--- src/rtl/core/mbt_pkg.sv ---
// Shared types and constants of the multiset bag table.
// Used by the store, the top level and the checker; depends on nothing.
package mbt_pkg;

    localparam int CAPACITY    = 32;
    localparam int IDX_W       = (CAPACITY > 1) ? $clog2(CAPACITY) : 1;
    localparam int CNT_W       = $clog2(CAPACITY + 1);
    localparam int VAL_W       = 32;
    localparam int OP_W        = 2;
    localparam int STAT_W      = 2;
    localparam int FIELD_CNT_W = 6;
    localparam int M_TDATA_W   = 16;

    typedef logic [IDX_W-1:0] idx_t;
    typedef logic [CNT_W-1:0] cnt_t;
    typedef logic [VAL_W-1:0] val_t;

    typedef enum logic [OP_W-1:0] {
        OP_INSERT = 2'd0,
        OP_REMOVE = 2'd1,
        OP_COUNT  = 2'd2,
        OP_CLEAR  = 2'd3
    } opcode_t;

    typedef enum logic [STAT_W-1:0] {
        STAT_OK   = 2'd0,
        STAT_FULL = 2'd1,
        STAT_NONE = 2'd2
    } status_t;

    // Occupancy field as reported when the store is full.
    localparam logic [FIELD_CNT_W-1:0] OCC_AT_CAPACITY = FIELD_CNT_W'(CAPACITY);

    // Access request from the sequencer to the entry store.
    typedef struct packed {
        logic wr_en;
        idx_t wr_addr;
        val_t wr_data;
        logic rd_en;
        idx_t rd_addr;
    } mem_req_t;

endpackage

--- src/rtl/core/multiset_bag_table_core.sv ---
// Top level of the multiset bag table: sequencer, compare unit and output register.
// Depends on mbt_pkg and mbt_store.
//
// Usage. Requests arrive on the s_ stream: s_tuser carries the opcode (insert,
// remove first match, count matches, clear) and s_tdata the signed 32-bit value.
// Each request yields exactly one result transaction on the m_ stream, whose
// m_tdata holds found, match_count, occupancy and status.
// One request is worked at a time; s_tready is high only while the sequencer
// is idle. Every request first walks the valid entries through the single
// memory read port, one entry per cycle, comparing each with the value. A
// remove that finds its value then shifts the later entries down one place
// per cycle, starting from the entry after the first match.
// The result sits in an output register; a new request is accepted while it
// waits, but the next result is only loaded once the receiver has taken it,
// so a stalled receiver holds the block in its final step without loss.
// Reset (aresetn low at a clock edge) empties the bag and drops any result
// not yet taken; stored values need no clearing because entries beyond the
// occupancy are never read.
module multiset_bag_table_core
    import mbt_pkg::*;
(
    input  logic                 aclk,
    input  logic                 aresetn,
    input  logic                 s_tvalid,
    output logic                 s_tready,
    input  logic [VAL_W-1:0]     s_tdata,   // [31:0] item_value
    input  logic [OP_W-1:0]      s_tuser,   // [1:0] opcode
    output logic                 m_tvalid,
    input  logic                 m_tready,
    output logic [M_TDATA_W-1:0] m_tdata    // [0] found, [6:1] match_count,
                                            // [12:7] occupancy, [14:13] status
);

    typedef enum logic [1:0] {
        S_IDLE,
        S_SCAN,
        S_SHIFT,
        S_DONE
    } state_t;

    state_t  state_reg, state_next;
    opcode_t op_reg, op_next;
    val_t    val_reg, val_next;
    cnt_t    cnt_reg, cnt_next;
    cnt_t    ptr_reg, ptr_next;
    logic    pend_reg, pend_next;
    idx_t    pend_idx_reg, pend_idx_next;
    cnt_t    match_reg, match_next;
    logic    hit_reg, hit_next;
    idx_t    first_idx_reg, first_idx_next;
    logic    m_valid_reg, m_valid_next;

    logic                   found_reg, found_next;
    logic [FIELD_CNT_W-1:0] mcount_reg, mcount_next;
    logic [FIELD_CNT_W-1:0] occ_reg, occ_next;
    status_t                status_reg, status_next;

    mem_req_t mem_req;
    val_t     rd_data;
    logic     is_match;
    cnt_t     occ_after;

    mbt_store u_store (
        .aclk    (aclk),
        .req     (mem_req),
        .rd_data (rd_data)
    );

    // The single shared compare unit: stored entry against the request value.
    assign is_match = (rd_data == val_reg);

    always_comb begin
        state_next     = state_reg;
        op_next        = op_reg;
        val_next       = val_reg;
        cnt_next       = cnt_reg;
        ptr_next       = ptr_reg;
        pend_next      = pend_reg;
        pend_idx_next  = pend_idx_reg;
        match_next     = match_reg;
        hit_next       = hit_reg;
        first_idx_next = first_idx_reg;
        m_valid_next   = m_valid_reg;
        found_next     = found_reg;
        mcount_next    = mcount_reg;
        occ_next       = occ_reg;
        status_next    = status_reg;
        occ_after      = cnt_reg;
        mem_req        = '0;

        if (m_valid_reg && m_tready) begin
            m_valid_next = 1'b0;
        end

        unique case (state_reg)
            S_IDLE: begin
                if (s_tvalid) begin
                    op_next    = opcode_t'(s_tuser);
                    val_next   = s_tdata;
                    ptr_next   = '0;
                    pend_next  = 1'b0;
                    match_next = '0;
                    hit_next   = 1'b0;
                    state_next = S_SCAN;
                end
            end
            S_SCAN: begin
                // Compare the entry read in the previous cycle.
                if (pend_reg && is_match) begin
                    match_next = match_reg + cnt_t'(1);
                    if (!hit_reg) begin
                        hit_next       = 1'b1;
                        first_idx_next = pend_idx_reg;
                    end
                end
                if (ptr_reg < cnt_reg) begin
                    mem_req.rd_en   = 1'b1;
                    mem_req.rd_addr = ptr_reg[IDX_W-1:0];
                    pend_next       = 1'b1;
                    pend_idx_next   = ptr_reg[IDX_W-1:0];
                    ptr_next        = ptr_reg + cnt_t'(1);
                end else begin
                    pend_next = 1'b0;
                    if (!pend_reg) begin
                        if (op_reg == OP_REMOVE && match_reg != '0) begin
                            ptr_next   = cnt_t'(first_idx_reg) + cnt_t'(1);
                            state_next = S_SHIFT;
                        end else begin
                            state_next = S_DONE;
                        end
                    end
                end
            end
            S_SHIFT: begin
                // Entry read last cycle moves down one place.
                if (pend_reg) begin
                    mem_req.wr_en   = 1'b1;
                    mem_req.wr_addr = pend_idx_reg - idx_t'(1);
                    mem_req.wr_data = rd_data;
                end
                if (ptr_reg < cnt_reg) begin
                    mem_req.rd_en   = 1'b1;
                    mem_req.rd_addr = ptr_reg[IDX_W-1:0];
                    pend_next       = 1'b1;
                    pend_idx_next   = ptr_reg[IDX_W-1:0];
                    ptr_next        = ptr_reg + cnt_t'(1);
                end else begin
                    pend_next = 1'b0;
                    if (!pend_reg) begin
                        state_next = S_DONE;
                    end
                end
            end
            S_DONE: begin
                if (!m_valid_reg || m_tready) begin
                    status_next = STAT_OK;
                    found_next  = 1'b0;
                    case (op_reg)
                        OP_INSERT: begin
                            if (cnt_reg == cnt_t'(CAPACITY)) begin
                                status_next = STAT_FULL;
                            end else begin
                                mem_req.wr_en   = 1'b1;
                                mem_req.wr_addr = cnt_reg[IDX_W-1:0];
                                mem_req.wr_data = val_reg;
                                occ_after       = cnt_reg + cnt_t'(1);
                            end
                        end
                        OP_REMOVE: begin
                            if (match_reg == '0) begin
                                status_next = STAT_NONE;
                            end else begin
                                found_next = 1'b1;
                                occ_after  = cnt_reg - cnt_t'(1);
                            end
                        end
                        OP_COUNT: begin
                            found_next = (match_reg != '0);
                        end
                        default: begin
                            occ_after = '0;
                        end
                    endcase
                    cnt_next     = occ_after;
                    mcount_next  = FIELD_CNT_W'(match_reg);
                    occ_next     = FIELD_CNT_W'(occ_after);
                    m_valid_next = 1'b1;
                    state_next   = S_IDLE;
                end
            end
            default: begin
                state_next = S_IDLE;
            end
        endcase
    end

    always_ff @(posedge aclk) begin
        if (!aresetn) begin
            state_reg   <= S_IDLE;
            cnt_reg     <= '0;
            pend_reg    <= 1'b0;
            m_valid_reg <= 1'b0;
        end else begin
            state_reg   <= state_next;
            cnt_reg     <= cnt_next;
            pend_reg    <= pend_next;
            m_valid_reg <= m_valid_next;
        end
        op_reg        <= op_next;
        val_reg       <= val_next;
        ptr_reg       <= ptr_next;
        pend_idx_reg  <= pend_idx_next;
        match_reg     <= match_next;
        hit_reg       <= hit_next;
        first_idx_reg <= first_idx_next;
        found_reg     <= found_next;
        mcount_reg    <= mcount_next;
        occ_reg       <= occ_next;
        status_reg    <= status_next;
    end

    assign s_tready = (state_reg == S_IDLE);
    assign m_tvalid = m_valid_reg;
    assign m_tdata  = {1'b0, status_reg, occ_reg, mcount_reg, found_reg};

endmodule

--- src/rtl/core/mbt_store.sv ---
// Entry store of the multiset bag table: one write and one registered read port.
// Depends on mbt_pkg.
module mbt_store
    import mbt_pkg::*;
(
    input  logic     aclk,
    input  mem_req_t req,
    output val_t     rd_data
);

    val_t mem [CAPACITY];
    val_t rd_data_reg;

    always_ff @(posedge aclk) begin
        if (req.wr_en) begin
            mem[req.wr_addr] <= req.wr_data;
        end
        if (req.rd_en) begin
            rd_data_reg <= mem[req.rd_addr];
        end
    end

    assign rd_data = rd_data_reg;

endmodule

--- config.mk ---
export PLATFORM = sky130hd
export DESIGN_NAME = multiset_bag_table_core
export DESIGN_NICKNAME = d
export VERILOG_FILES = /design/src/rtl/core/mbt_pkg.sv /design/src/rtl/core/multiset_bag_table_core.sv /design/src/rtl/core/mbt_store.sv
export SDC_FILE = /design/constraint.sdc
export NUM_CORES = 1
export LEC_CHECK = 0
export BUFFER_PORTS_ARGS = -buffer_cell sky130_fd_sc_hd__buf_4
export CORE_UTILIZATION = 53
export DETAILED_ROUTE_END_ITERATION = 8
export PLACE_DENSITY = 0.69
export SLEW_MARGIN = 0
export SYNTH_ARGS = -nofsm -noshare
export SYNTH_HDL_FRONTEND = slang
export SYNTH_SLANG_ARGS = --single-unit
--- constraint.sdc ---
create_clock -name aclk -period 6.5 [get_ports aclk]
set_input_delay 0.325 -clock aclk [delete_from_list [all_inputs] [get_ports aclk]]
set_output_delay 0.325 -clock aclk [all_outputs]
set_load 0.01 [all_outputs]
# == Word level (Yosys, flattened, before mapping) ==
# Memory sizes are Yosys's and may differ from the RTL's. A register that Yosys moved wholly into a read port is not among the register bits.
# Index checks and enable logic that the tools add are counted.
# word_totals
ff_bits,82
ram_bits,1024
output_inout_bits,18
word_cells,103
n_memories,1
# classes
add_sub_neg,6
magnitude_cmp,1
eq_ne,17
n_mux,41
bitwise,1
reduce_logical,21
# memory_table
memory,depth,width,read_ports,rd_ports_with_merged_regs,wr,line_no,source
u_store.mem,32,32,1,1,1,mbt_store.sv:11,val_t mem [CAPACITY];
# op_table
operator,n
$mux 38,4
$pmux 38 s2,1
$mux 6,10
$pmux 6 s3,2
$eq 32x32->1,1
$add 6x1->6 const B,3
$ne 2x2->1 const B,8
$mux 2,7
$pmux 6 s2,1
$mux 1,11
$pmux 2 s4,1
$reduce_and 2->1,4
$add 5x1->6 const B,1
$eq 2x2->1 const B,3
$eq 6x6->1 const B,1
$logic_not 6->1,1
$lt 6x6->1,1
$ne 3x3->1 const B,2
$pmux 1 s2,3
$reduce_and 3->1,2
$reduce_and 6->1,1
$reduce_bool 6->1,1
$sub 6x1->6 const B,1
$reduce_and 5->1,1
11 further kinds,16

# == Depth between registers and ports, before layout ==
# depth
ltp_word,7
mapped_depth,13
mapped_depth_nobuf,10

# == Hierarchy ==
# A second synthesis with hierarchy kept.
# hier_totals
hier_cells,2649
hier_area_um2,45372.3
# modules_own_cells
mod,n_inst,cells_each,area_per_inst_um2,seq_area_each_um2
mbt_store,1,2260,40812.9,31710.4
multiset_bag_table_core,1,389,4559.4,2362.3

# == Worst setup path before layout ==
# No wires, ideal clock.
# synth_timing
path_kind,reg-to-reg
from,register cnt_reg[0]
to,memory u_store.mem[4][0] (netlist name) (enable)
setup_time_ns,0.421
t_arrival_ns,3.306
t_required_ns,6.079
path_slack_ns,2.773
stages_incl_launch_ff,12
path_buffers,1
period_less_slack_ns,3.727
path_cell_list,dfxtp_1 -> inv_1 -> ha_1 -> nand2_1 -> nor4_1 -> inv_1 -> ha_1 -> a32oi_1 -> nand2_1 -> or2_1 -> clkbuf_1 -> nor2_1
# synth_between
elab_chain_len,7
# synth_lines
item,line_no,source
from (decl),multiset_bag_table_core.sv:44,"cnt_t cnt_reg, cnt_next;"
from (signal assigned),multiset_bag_table_core.sv:205,cnt_reg <= cnt_next;
$eq 6x6->1,multiset_bag_table_core.sv:160,if (cnt_reg == cnt_t'(CAPACITY)) begin
$mux 38 *,multiset_bag_table_core.sv:160,
$mux 38 *,multiset_bag_table_core.sv:158,case (op_reg)
$mux 38 *,multiset_bag_table_core.sv:155,if (!m_valid_reg || m_tready) begin
$pmux 38 s2 *,multiset_bag_table_core.sv:95,unique case (state_reg)
$mux 1,mbt_store.sv:15,if (req.wr_en) begin
$mux 1 (implied by the code),mbt_store.sv:16,mem[req.wr_addr] <= req.wr_data;
to (decl),mbt_store.sv:11,
# Every way passes the cells marked *; elsewhere a longest branch is shown, timed or not.

# == Final worst setup path ==
# layout_timing
from,register op_reg[1]
to,memory u_store.mem[22][13] (netlist name) (enable)
# layout_between
elab_chain_len,6
# layout_lines
item,line_no,source
from (decl),multiset_bag_table_core.sv:42,"opcode_t op_reg, op_next;"
from (signal assigned),multiset_bag_table_core.sv:209,op_reg <= op_next;
$logic_not 2->1 *,multiset_bag_table_core.sv:158,
$mux 38 *,multiset_bag_table_core.sv:158,
$mux 38 *,multiset_bag_table_core.sv:155,
$pmux 38 s2 *,multiset_bag_table_core.sv:95,
$mux 1,mbt_store.sv:15,
$mux 1 (implied by the code),mbt_store.sv:16,
# Marked as above.

==> results.sh <==
export IMPL_die_height_um=296
export IMPL_tns_ps=0
export IMPL_core_um2=85300
export IMPL_syn_inst=2625
export IMPL_gp_congestion=0.865
export IMPL_io_pins=56
export IMPL_rsz0062_at_grt="false"
export IMPL_postCtsHoldBufs=36
export IMPL_io_buffers=54
export IMPL_skew_ps=47.5
export IMPL_vdd_ir_drop_max_mv=0.391
export IMPL_cts_setup_buffers=0
export IMPL_min_period_ps=4750
export IMPL_clock_latency_ps=710
export IMPL_cts_root_buf="clkbuf_16"
export IMPL_relSlewSlack_pct=5.49
export IMPL_yosys_cell_count_top_type="edfxtp_1"
export IMPL_ys_flop_type="edfxtp_1"
export IMPL_hold_ws_ps=121
export IMPL_path_class="flop to flop"
export IMPL_cap_violations=0
export IMPL_synth_top_area_share_pct=74.0
export IMPL_yosys_area_top_type="edfxtp_1"
export IMPL_worst_slack_ps=1750
export IMPL_grt_total_usage_pct=27.8
export IMPL_power_w=0.0198
export IMPL_avgRoutedWirePerCell_um=30.4
export IMPL_synth_distinct_cells=63
export IMPL_critPathLaunchType="flop"
export IMPL_htree_levels=3
export IMPL_grt_overflow=0
export IMPL_std_cell_rows=107
export IMPL_post_cts_resized=0
export IMPL_yosys_warnings=0
export IMPL_synth_seq_cells=1138
export IMPL_syn_cell_area_um2=45800
export IMPL_synth_fp_nets=2685
export IMPL_cts_buffer_depth=3
export IMPL_crit_arrival_ps=5130
export IMPL_cts_tree="done"
export IMPL_dr_pass1_iters=6
export IMPL_crit_chain="inv_1, ha_1, nand3_1, nor2_4, a21oi_1, nand2b_1, nor2_4, buf_4"
export IMPL_drt_vias_per_instance=6.49
export IMPL_critical_path_top_delay_family="simple AND/OR/NAND/NOR gates"
export IMPL_crit_slowest_cell="nor2_4"
export IMPL_clock_fmax_mhz=211
export IMPL_slew_viol_final=0
export IMPL_required_ps=6880
export IMPL_status="complete, no violations"
export IMPL_path_common_cell="nor2_4"
export IMPL_reg2reg_slack_ps=1750
export IMPL_grt_antenna_before_repair=1
export IMPL_drive_gt1_share_pct=21.7
export IMPL_min_path_type="primary input to flop"
export IMPL_setup_violations_final=0
export IMPL_first_iter_violations=2979
export IMPL_yosysSeqAreaShare_pct=74.5
export IMPL_tightest_slew_ps=1410
export IMPL_worstHoldPathCells=4
export IMPL_area_growth_pct=13.1
export IMPL_die_w_um=296
export IMPL_finalHoldViolations=0
export IMPL_clk_pin_slew_worst_paths_ps=60
export IMPL_r2r_cells=8
export IMPL_synthTopCellsByArea="edfxtp_1, mux2_2, mux4_2"
export IMPL_async_flop_share_pct=0
export IMPL_worst_path_largest_cell_delay_ps=1040
export IMPL_dieArea_um2=87500
export IMPL_crit_buf_inv=2
export IMPL_dpl_worst_slack_ps=1760
export IMPL_drtAntennaViolNets=0
export IMPL_clock_sinks=1138
export IMPL_synth_edf_count=1128
export IMPL_critPathMaxFanout=34
export IMPL_end_kind="flop"
export IMPL_finalNetCount=2778
export IMPL_cts_made_buffers=110
export IMPL_drc=0
export IMPL_p_leak_nw=18.1
export IMPL_cp_num_cells=8
export IMPL_synth_commonest_cells="edfxtp_1, mux2_2, a21oi_1"
export IMPL_grt_pass1_wl_um=174000
export IMPL_num_vias=25700
export IMPL_largest_register_ff_count=1024
export IMPL_synth_avg_cell_area_um2=17.4
export IMPL_grt_pass1_vias=25700
export IMPL_drt_wl_total_um=120000
export IMPL_initial_core_util_pct=53.7
export IMPL_dp_hpwl_um=66700
export IMPL_fin_crit_sh_pct=73.0
export IMPL_power_per_cell_area_nw_per_um2=383
export IMPL_grt_max_degree=160
-- cells in the final DEF, fill, tap and decap left out, types with 36 or more instances in the layout --
cell and count:
nand2b_1 37, a32o_1 62, a211oi_1 55, buf_4 118
mux2i_1 97, a21oi_1 174, mux2_2 189, nor2_1 53
clkbuf_16 112, nor2_4 38, edfxtp_1 1128, o221ai_1 63
dlygate4sd3_1 36, nand2_1 129, mux4_2 66
-- final cells by class --
| type | count | area, um^2 |
|---|---|---|
| sequential | 1138 | 34100 |
| fill | 6052 | 33500 |
| multi-input combinational | 1292 | 11200 |
| clock buffer | 132 | 2880 |
| tap | 1144 | 1430 |
| timing repair buffer | 157 | 1310 |
| clock inverter | 71 | 786 |
| inverter | 19 | 73.8 |
| antenna | 1 | 2.50 |
-- worst reg2reg max path: cells and delay by family (launching register included) --
kind / cells / cell delay (ps)
adder cells (fa/ha/maj): 1 / 410
AND/OR/NAND/NOR: 4 / 2830
AO/OA/AOI/OAI: 1 / 320
flip-flops: 1 / 420
buffers and inverters: 2 / 490
-- worst paths after layout --
check / end / from
max reg2reg: u_store.mem[22][13] / op_reg[1]
min: pend_reg / s_tvalid
max: u_store.mem[22][13] / op_reg[1]
min reg2reg: first_idx_reg[4] / pend_idx_reg[4]
-- power by group --
part           total, W  internal (W)  leakage, nW  switching, W
clock           0.00649       0.00376         1.81       0.00273
combinational   0.00463       0.00158         4.59       0.00305
sequential      0.00868       0.00841         11.7      0.000263
total            0.0198        0.0137         18.1       0.00604
-- per-stage QoR --
stage	util, %	area (um^2)	std cells
after detailed placement	55.9	47700	3713
after global placement	55.9	47700	3713
after global routing	60.7	51700	3953
final	60.7	51700	3954
after floorplan	-	45800	2625
after CTS	60.6	51700	3952
-- cells by family after synthesis --
logic type / share of synthesized area, %
muxes: 10.0
buffers and inverters: 1.80
and+or+nand+nor: 3.31
xor gates and xnor gates: 0.995
other: 0.00819
DFF: 74.5
AOI/OAI and AO/OA: 8.81
adders and majority gates: 0.602
-- per-layer routing --
| layer | GRT usage [%] | part of all wire, % | vias to the layer above | wire (um) |
|---|---|---|---|---|
| met1 | 37.1 | 39 | 13300 | 47100 |
| met4 | 11.1 | 4.0 | 0 | 4870 |
| li1 | - | - | 10800 | - |
| met5 | 0 | 0 | - | 0 |
| met2 | 43.9 | 47 | 1311 | 56800 |
| met3 | 6.92 | 9.6 | 243 | 11500 |
Note: power is estimated with default switching activity, not from simulation.
